$ cat config.mk
export PLATFORM = sky130hd
export DESIGN_NAME = pollard_rho_factor_finder
export DESIGN_NICKNAME = d
export VERILOG_FILES = /design/src/sv/prf_pkg.sv /design/src/sv/pollard_rho_factor_finder.sv
export SDC_FILE = /design/constraint.sdc
export NUM_CORES = 2
export LEC_CHECK = 0
export BUFFER_PORTS_ARGS = -buffer_cell sky130_fd_sc_hd__buf_2
export CELL_PAD_IN_SITES_DETAIL_PLACEMENT = 1
export CELL_PAD_IN_SITES_GLOBAL_PLACEMENT = 1
export CORE_ASPECT_RATIO = 2
export CORE_MARGIN = 1
export CORE_UTILIZATION = 46
export DETAILED_ROUTE_END_ITERATION = 16
export PLACE_DENSITY_LB_ADDON = 0.1
export SYNTH_ARGS = -nofsm -noshare
export SYNTH_HDL_FRONTEND = slang
export SYNTH_SLANG_ARGS = --single-unit
$ cat constraint.sdc
create_clock -name i_clk -period 11.6 [get_ports i_clk]
set_clock_uncertainty 0.05 [all_clocks]
set_input_delay 0.58 -clock i_clk [delete_from_list [all_inputs] [get_ports i_clk]]
set_output_delay 0.58 -clock i_clk [all_outputs]
set_load 0.03 [all_outputs]
$ cat src/sv/prf_pkg.sv
// ----------------------------------------------------------------------------
// Pollard rho factor finder package
// Payload types and status codes shared by the factor finder.
// ----------------------------------------------------------------------------
package prf_pkg;

    localparam int FIELD_BITS = 32;
    localparam int LIMIT_BITS = 24;
    localparam logic [LIMIT_BITS-1:0] LIMIT_RESET = 24'd1048576;

    typedef enum logic [1:0] {
        ST_FOUND   = 2'd0,
        ST_LIMIT   = 2'd1,
        ST_INVALID = 2'd2
    } t_status;

    typedef struct packed {
        logic [FIELD_BITS-1:0] modulus_n;
        logic [FIELD_BITS-1:0] start_summand;
    } t_in_item;

    typedef struct packed {
        logic [FIELD_BITS-1:0] factor;
        logic [FIELD_BITS-1:0] summand_used;
        t_status               status;
    } t_out_item;

endpackage

$ cat src/sv/pollard_rho_factor_finder.sv
// ----------------------------------------------------------------------------
// Pollard rho factor finder
// Finds a nontrivial factor of n by Pollard rho with Floyd cycle detection.
// ----------------------------------------------------------------------------
// One transaction is worked at a time. Busy is high from the edge that takes
// start until the edge that raises the result strobe. The summand is first
// reduced modulo n one bit per cycle, at the start of a transaction and after
// every restart. Each round has a check state and three modular squarings.
// Each squaring has a setup step, a shift-and-add step per significant bit of
// the operand plus an exit step, and a final add of the summand. The round
// then runs a binary GCD of |tortoise - hare| and n. The number of rounds is
// bounded by the step limit. A modulus below two is answered in the check
// state after the summand reduction. The result is shown for one cycle on
// o_result_valid and cannot be stalled by the receiver.
module pollard_rho_factor_finder (
    input  logic              i_clk,
    input  logic              i_rst_n,
    input  logic              start,
    output logic              busy,
    input  prf_pkg::t_in_item i_item,
    output logic              o_result_valid,
    output prf_pkg::t_out_item o_result,
    input  logic              i_cfg_valid,
    output logic              o_cfg_ready,
    input  logic [prf_pkg::LIMIT_BITS-1:0] i_cfg_data
);
    import prf_pkg::*;

    localparam int W  = FIELD_BITS;
    localparam int CW = $clog2(W);

    typedef enum logic [9:0] {
        S_IDLE    = 10'b0000000001,
        S_CRED    = 10'b0000000010,
        S_CHECK   = 10'b0000000100,
        S_MINIT   = 10'b0000001000,
        S_MUL     = 10'b0000010000,
        S_ADDC    = 10'b0000100000,
        S_GINIT   = 10'b0001000000,
        S_GTWO    = 10'b0010000000,
        S_GLOOP   = 10'b0100000000,
        S_RESTART = 10'b1000000000
    } t_state;

    t_state r_state, n_state;
    logic [LIMIT_BITS-1:0] r_limit, r_steps;
    logic [W-1:0] r_mod, r_sum, r_csh, r_cred, r_tort, r_hare;
    logic [W-1:0] r_acc, r_base, r_k;
    logic [1:0]   r_phase;
    logic [W-1:0] r_ga, r_gb;
    logic [CW-1:0] r_twos;
    logic [CW-1:0] r_cnt;
    logic        r_rvalid;
    t_out_item   r_result;

    assign busy = (r_state != S_IDLE);
    assign o_cfg_ready = !busy;
    assign o_result_valid = r_rvalid;
    assign o_result = r_result;

    // add_mod with both operands below modulus
    function automatic logic [W-1:0] add_mod(input logic [W-1:0] a, input logic [W-1:0] b,
                                             input logic [W-1:0] m);
        logic [W:0] s;
        s = {1'b0, a} + {1'b0, b};
        if (s >= {1'b0, m}) add_mod = W'(s - {1'b0, m});
        else add_mod = s[W-1:0];
    endfunction

    logic [W-1:0] w_sel, w_red, w_sq, w_cbit, w_diff, w_gcd;
    assign w_sel = (r_phase == 2'd0) ? r_tort : r_hare;
    assign w_red = (w_sel >= r_mod) ? w_sel - r_mod : w_sel;
    assign w_sq = add_mod(r_acc, r_cred, r_mod);
    assign w_cbit = {{(W-1){1'b0}}, r_csh[W-1]};
    assign w_diff = (r_tort > r_hare) ? r_tort - r_hare : r_hare - r_tort;
    assign w_gcd = r_ga << r_twos;

    always_ff @(posedge i_clk) begin
        if (!i_rst_n) begin
            r_state  <= S_IDLE;
            r_limit  <= LIMIT_RESET;
            r_rvalid <= 1'b0;
        end else begin
            r_rvalid <= 1'b0;
            r_state  <= n_state;
            if (i_cfg_valid && o_cfg_ready) r_limit <= i_cfg_data;
            case (r_state)
                S_IDLE: begin
                    if (start) begin
                        r_mod   <= i_item.modulus_n;
                        r_sum   <= i_item.start_summand;
                        r_csh   <= i_item.start_summand;
                        r_tort  <= W'(2);
                        r_hare  <= W'(2);
                        r_steps <= '0;
                        r_cred  <= '0;
                        r_cnt   <= '0;
                    end
                end
                S_CRED: begin
                    r_cred <= add_mod(add_mod(r_cred, r_cred, r_mod), w_cbit, r_mod);
                    r_csh  <= r_csh << 1;
                    r_cnt  <= r_cnt + CW'(1);
                end
                S_CHECK: begin
                    if (r_mod < W'(2)) begin
                        r_result <= '{factor: '0, summand_used: '0, status: ST_INVALID};
                        r_rvalid <= 1'b1;
                    end else if (r_steps >= r_limit) begin
                        r_result <= '{factor: '0, summand_used: '0, status: ST_LIMIT};
                        r_rvalid <= 1'b1;
                    end else begin
                        r_steps <= r_steps + LIMIT_BITS'(1);
                        r_phase <= 2'd0;
                    end
                end
                S_MINIT: begin
                    r_acc  <= '0;
                    r_base <= w_red;
                    r_k    <= w_red;
                end
                S_MUL: begin
                    if (r_k != '0) begin
                        if (r_k[0]) r_acc <= add_mod(r_acc, r_base, r_mod);
                        r_base <= add_mod(r_base, r_base, r_mod);
                        r_k    <= r_k >> 1;
                    end
                end
                S_ADDC: begin
                    if (r_phase == 2'd0) r_tort <= w_sq;
                    else r_hare <= w_sq;
                    r_phase <= r_phase + 2'd1;
                end
                S_GINIT: begin
                    r_ga   <= w_diff;
                    r_gb   <= r_mod;
                    r_twos <= '0;
                end
                S_GTWO: begin
                    if (r_ga != '0 && !r_ga[0]) begin
                        if (!r_gb[0]) begin
                            r_ga   <= r_ga >> 1;
                            r_gb   <= r_gb >> 1;
                            r_twos <= r_twos + CW'(1);
                        end else begin
                            r_ga <= r_ga >> 1;
                        end
                    end
                end
                S_GLOOP: begin
                    if (r_gb != '0) begin
                        if (!r_gb[0]) r_gb <= r_gb >> 1;
                        else if (r_ga > r_gb) begin
                            r_ga <= r_gb;
                            r_gb <= r_ga - r_gb;
                        end else begin
                            r_gb <= r_gb - r_ga;
                        end
                    end else if (w_gcd != W'(1) && w_gcd != r_mod) begin
                        r_result <= '{factor: w_gcd, summand_used: r_sum, status: ST_FOUND};
                        r_rvalid <= 1'b1;
                    end
                end
                S_RESTART: begin
                    r_sum  <= r_sum + W'(1);
                    r_csh  <= r_sum + W'(1);
                    r_tort <= W'(2);
                    r_hare <= W'(2);
                    r_cred <= '0;
                    r_cnt  <= '0;
                end
                default: ;
            endcase
        end
    end

    always_comb begin
        n_state = r_state;
        case (r_state)
            S_IDLE:    if (start) n_state = S_CRED;
            S_CRED:    if (r_cnt == CW'(W - 1)) n_state = S_CHECK;
            S_CHECK:   n_state = (r_mod < W'(2) || r_steps >= r_limit) ? S_IDLE : S_MINIT;
            S_MINIT:   n_state = S_MUL;
            S_MUL:     if (r_k == '0) n_state = S_ADDC;
            S_ADDC:    n_state = (r_phase == 2'd2) ? S_GINIT : S_MINIT;
            S_GINIT:   n_state = S_GTWO;
            S_GTWO: begin
                if (r_ga == '0) n_state = S_RESTART;
                else if (r_ga[0]) n_state = S_GLOOP;
            end
            S_GLOOP: begin
                if (r_gb == '0) begin
                    if (w_gcd == W'(1)) n_state = S_CHECK;
                    else if (w_gcd == r_mod) n_state = S_RESTART;
                    else n_state = S_IDLE;
                end
            end
            S_RESTART: n_state = S_CRED;
            default:   n_state = S_IDLE;
        endcase
    end

    assert property (@(posedge i_clk) disable iff (!i_rst_n)
        o_result_valid |-> !busy)
        else $error("result shown while busy");
    assert property (@(posedge i_clk) disable iff (!i_rst_n)
        (start && !busy) |=> busy)
        else $error("transaction not taken");
    assert property (@(posedge i_clk) disable iff (!i_rst_n)
        busy |-> r_steps <= r_limit)
        else $error("step count beyond limit");
    assert property (@(posedge i_clk) disable iff (!i_rst_n)
        o_result_valid |=> !o_result_valid)
        else $error("result strobe longer than one cycle");

endmodule
==> results.cfg <==
[run_status]
status = finished, final reports clean

[logic_synthesis]
synth_most_common_cell = nand2_1
yosys.area.top_type = edfxtp_1
synth_warnings = 0
synth_compound_area_frac = 0.2217
synth.area.top_cells = edfxtp_1, ha_1, a21oi_1
synth_fa_ha_area_frac = 0.1209
synth_edf_count = 454
synth_common_cells = nand2_1, nor2_1, a21oi_1
synth_cells = 5231
synthArstFlopShare = 0
post_synth_num_cell_types = 99
synthMuxAreaShare = 0.04032
synth_top_family_by_area = compound AO/OA/AOI/OAI gates
synth-simple-area-share = 0.1786
synth_fp_nets = 5750
synth_area_um2 = 44930
synth_xor_area_frac = 0.07424
ys_ff_latch = 489
synth-main-ff-cell = edfxtp_1
synth_top_area_frac = 0.3034
avgSynthCellArea_um2 = 8.589
seq_area_frac_synth = 0.3190

[setup_path]
cp-end-kind = flop
critPathMaxStageDelay_ns = 0.97
critPathLaunchType = flop
required_ns = 11.94
cpMaxStageDelayCell = nor4_1
r2r_slack_ns = 2.13
path_max_fanout = 35
worst-path-stages = 26
worstRegToRegCells = 26
cp-endpoint = r_cred[9]$_SDFFCE_PP0P_
cp_common_cell = nand2_1
reg2reg_from = r_mod[29]$_DFFE_PP_
worst-setup-path-type = flop to flop
critPathLaunch = r_mod[29]$_DFFE_PP_
path_buf_inv = 2
worst-endpoint-arrival_ns = 9.81
critPathTopFamily = simple AND/OR/NAND/NOR gates
r2r_end = r_cred[9]$_SDFFCE_PP0P_

[route]
drc = 0
postRouteWirelength_mm = 198.8
ant_nets = 0
vias = 42881
detailedRoute.firstIterationViolations = 2121
firstDrtPassIters = 5
wire_per_inst_um = 30.19
viasPerCell = 6.513

[finish]
area_growth_pct = 8.967
drive_above_1_share = 0.08255
utilization = 0.5074
n_fill_cell = 11520
layout.nets = 5820
final_cells = 6584

[timing]
fin_ws_ns = 2.127
slew_violations = 0
period_minus_slack_ns = 9.473
setup_viol_count_final = 0
setup-tns-final_ns = 0
finalHoldViolCount = 0
rsz0062_at_grt = false
relSlewSlack = 0.07411
finalCritPeriodShare = 0.8166
worst_pin_slew_ns = 1.376
max_freq_mhz = 105.6

[clock_tree]
ctsHoldBuffers = 0
cts.sinks = 489
htree_levels = 2
max-clock-path-buffers = 3
cts_root_buf = clkbuf_16
clock_latency_ns = 0.68
cts_tree = done
post_cts_buffers = 0
cts_resized = 0
path_clk_slew_ns = 0.07
numCtsBuffers = 49

[die]
die_area_um2 = 99000
row_count = 161
die_x_um = 223.0
io_pins = 161
core_area_um2 = 96490
die_h_um = 444.0
start_util = 0.4656

[grt]
grt_first_pass_wirelength_mm = 288.9
grt_util_all_layers = 0.3976
antenna_found_initial = 26
grt_pass1_vias = 45437
grt_max_degree = 67
grt.overflow.total = 0

[placed_design]
dpl.hpwl_mm = 158.2
pre_cts_ws_ns = 2.321
globalplace.congestion = 1.034
port_buffers = 160
place_inst = 6469

[pwr]
ir_drop_mv = 0.1041
powerDensity_nw_per_um2 = 120.7
leakagePower_nw = 20.28

[flow_run]
maxCapViolations = 0

[min_path]
min_path_type = input port to flop
metrics by stage:
step / total power [W] / hold WS, ns / cell area (um2)
after floorplan: 0.003435 / 0.3910 / 44930
after global routing: 0.006097 / 0.08540 / 48940
after global placement: 0.003969 / 0.4028 / 47060
final: 0.005910 / 0.08722 / 48960
after CTS: 0.005873 / 0.06691 / 48860
after detailed placement: 0.004008 / 0.4171 / 47060
worst min path at each step:
stage | depth (start not counted) | endpoint | startpoint
final | 1 | r_mod[0]$_DFFE_PP_ | i_item[32]
after global routing | 1 | r_mod[0]$_DFFE_PP_ | i_item[32]
after CTS | 1 | r_mod[4]$_DFFE_PP_ | i_item[36]
after detailed placement | 2 | r_limit[10]$_SDFFE_PN0P_ | r_limit[10]$_SDFFE_PN0P_
after global placement | 2 | r_limit[4]$_SDFFE_PN0P_ | r_limit[4]$_SDFFE_PN0P_
after floorplan | 2 | r_limit[10]$_SDFFE_PN0P_ | r_limit[10]$_SDFFE_PN0P_
worst register-to-register path: stages, from the launching register on:
cell and delay [ns]:
edfxtp_1 0.64, inv_1 0.43, ha_1 0.45, nand4b_1 0.26, nor3_1 0.12, a2111oi_2 0.47, o31ai_2 0.23, nor3_4 0.34
buf_4 0.45, nand2_1 0.11, nand2_1 0.07, ha_1 0.26, nand2_1 0.15, nor4_4 0.26, a31oi_1 0.30, nor4_1 0.97
nand3_1 0.19, xnor2_1 0.23, ha_1 0.36, nand2_1 0.22, nor4_1 0.78, and4b_1 0.31, a211oi_1 0.08, o21ai_0 0.13
a41o_2 0.90, mux2i_1 0.38, nor2_1 0.06
state kept, by name (all words and copies together), names as in the netlist, 2 cells and up:
name and flops:
r_twos 5, r_state 10, r_acc 32, r_gb 32, r_cred 32, r_csh 32
o_result 66, r_k 32, r_cnt 5, r_steps 24, r_limit 24, r_hare 32
r_ga 32, r_tort 32, r_base 32, r_sum 32, r_phase 2, r_mod 32
logic make-up (layout without fill, tap and decap cells):
logic type / count (synthesis) / count (layout)
AO/OA/AOI/OAI: 1572 / 1572
multiplexers: 159 / 159
flip-flops: 489 / 489
XOR/XNOR: 380 / 380
AND/OR/NAND/NOR: 1690 / 1690
adder cells (fa/ha/maj): 427 / 427
other: 0 / 20
buffers and inverters: 514 / 625
final cells by class:
type | instances | area [um2] | area share
inverter | 293 | 1100 | 0.02246
clock buffer | 57 | 1256 | 0.02566
multi-input combinational | 4228 | 28740 | 0.5869
clock inverter | 35 | 545.5 | 0.01114
tap | 1222 | 1529 | 0.03123
sequential | 489 | 14330 | 0.2928
antenna | 20 | 50.05 | 0.001022
timing repair buffer | 240 | 1410 | 0.02880
per-layer routing:
| metal | GRT usage | up-vias | share of wire |
|---|---|---|---|
| li1 | - | 19292 | - |
| met1 | 0.3346 | 21099 | 0.30 |
| met2 | 0.7255 | 1578 | 0.51 |
| met3 | 0.08223 | 904 | 0.054 |
| met4 | 0.4483 | 8 | 0.14 |
| met5 | 0 | - | 0.00028 |
placed cells by master, fill, tap and decap left out, types with 17 or more instances in the layout:
cell type | Yosys | final
nand2_1 | 502 | 502
nor2_1 | 498 | 494
a21oi_1 | 467 | 463
edfxtp_1 | 454 | 454
ha_1 | 415 | 414
o21ai_0 | 351 | 351
inv_1 | 291 | 291
xnor2_1 | 237 | 237
a21o_1 | 181 | 181
buf_2 | 23 | 161
xor2_1 | 142 | 142
mux2i_1 | 127 | 127
nand3_1 | 114 | 113
nor3_1 | 97 | 95
nand4_1 | 90 | 90
buf_4 | 5 | 77
a22oi_1 | 72 | 71
a211oi_1 | 66 | 65
and2_1 | 63 | 63
o21bai_1 | 61 | 61
o21a_1 | 59 | 59
nor2b_1 | 57 | 56
nor4_1 | 58 | 55
nand2b_1 | 54 | 53
a31oi_1 | 52 | 52
clkbuf_16 | 0 | 49
and3_1 | 47 | 44
a21boi_0 | 41 | 40
dfxtp_1 | 35 | 35
o211ai_1 | 33 | 33
or3_1 | 24 | 24
o31ai_1 | 22 | 21
diode_2 | 0 | 20
a211o_1 | 17 | 17
where the power goes:
group          internal [W]  total (W)  switching [W]
registers           0.00203    0.00210      0.0000671
logic              0.000691    0.00193        0.00124
clock network       0.00104    0.00188       0.000839
Note: power is estimated with default switching activity, not from simulation.
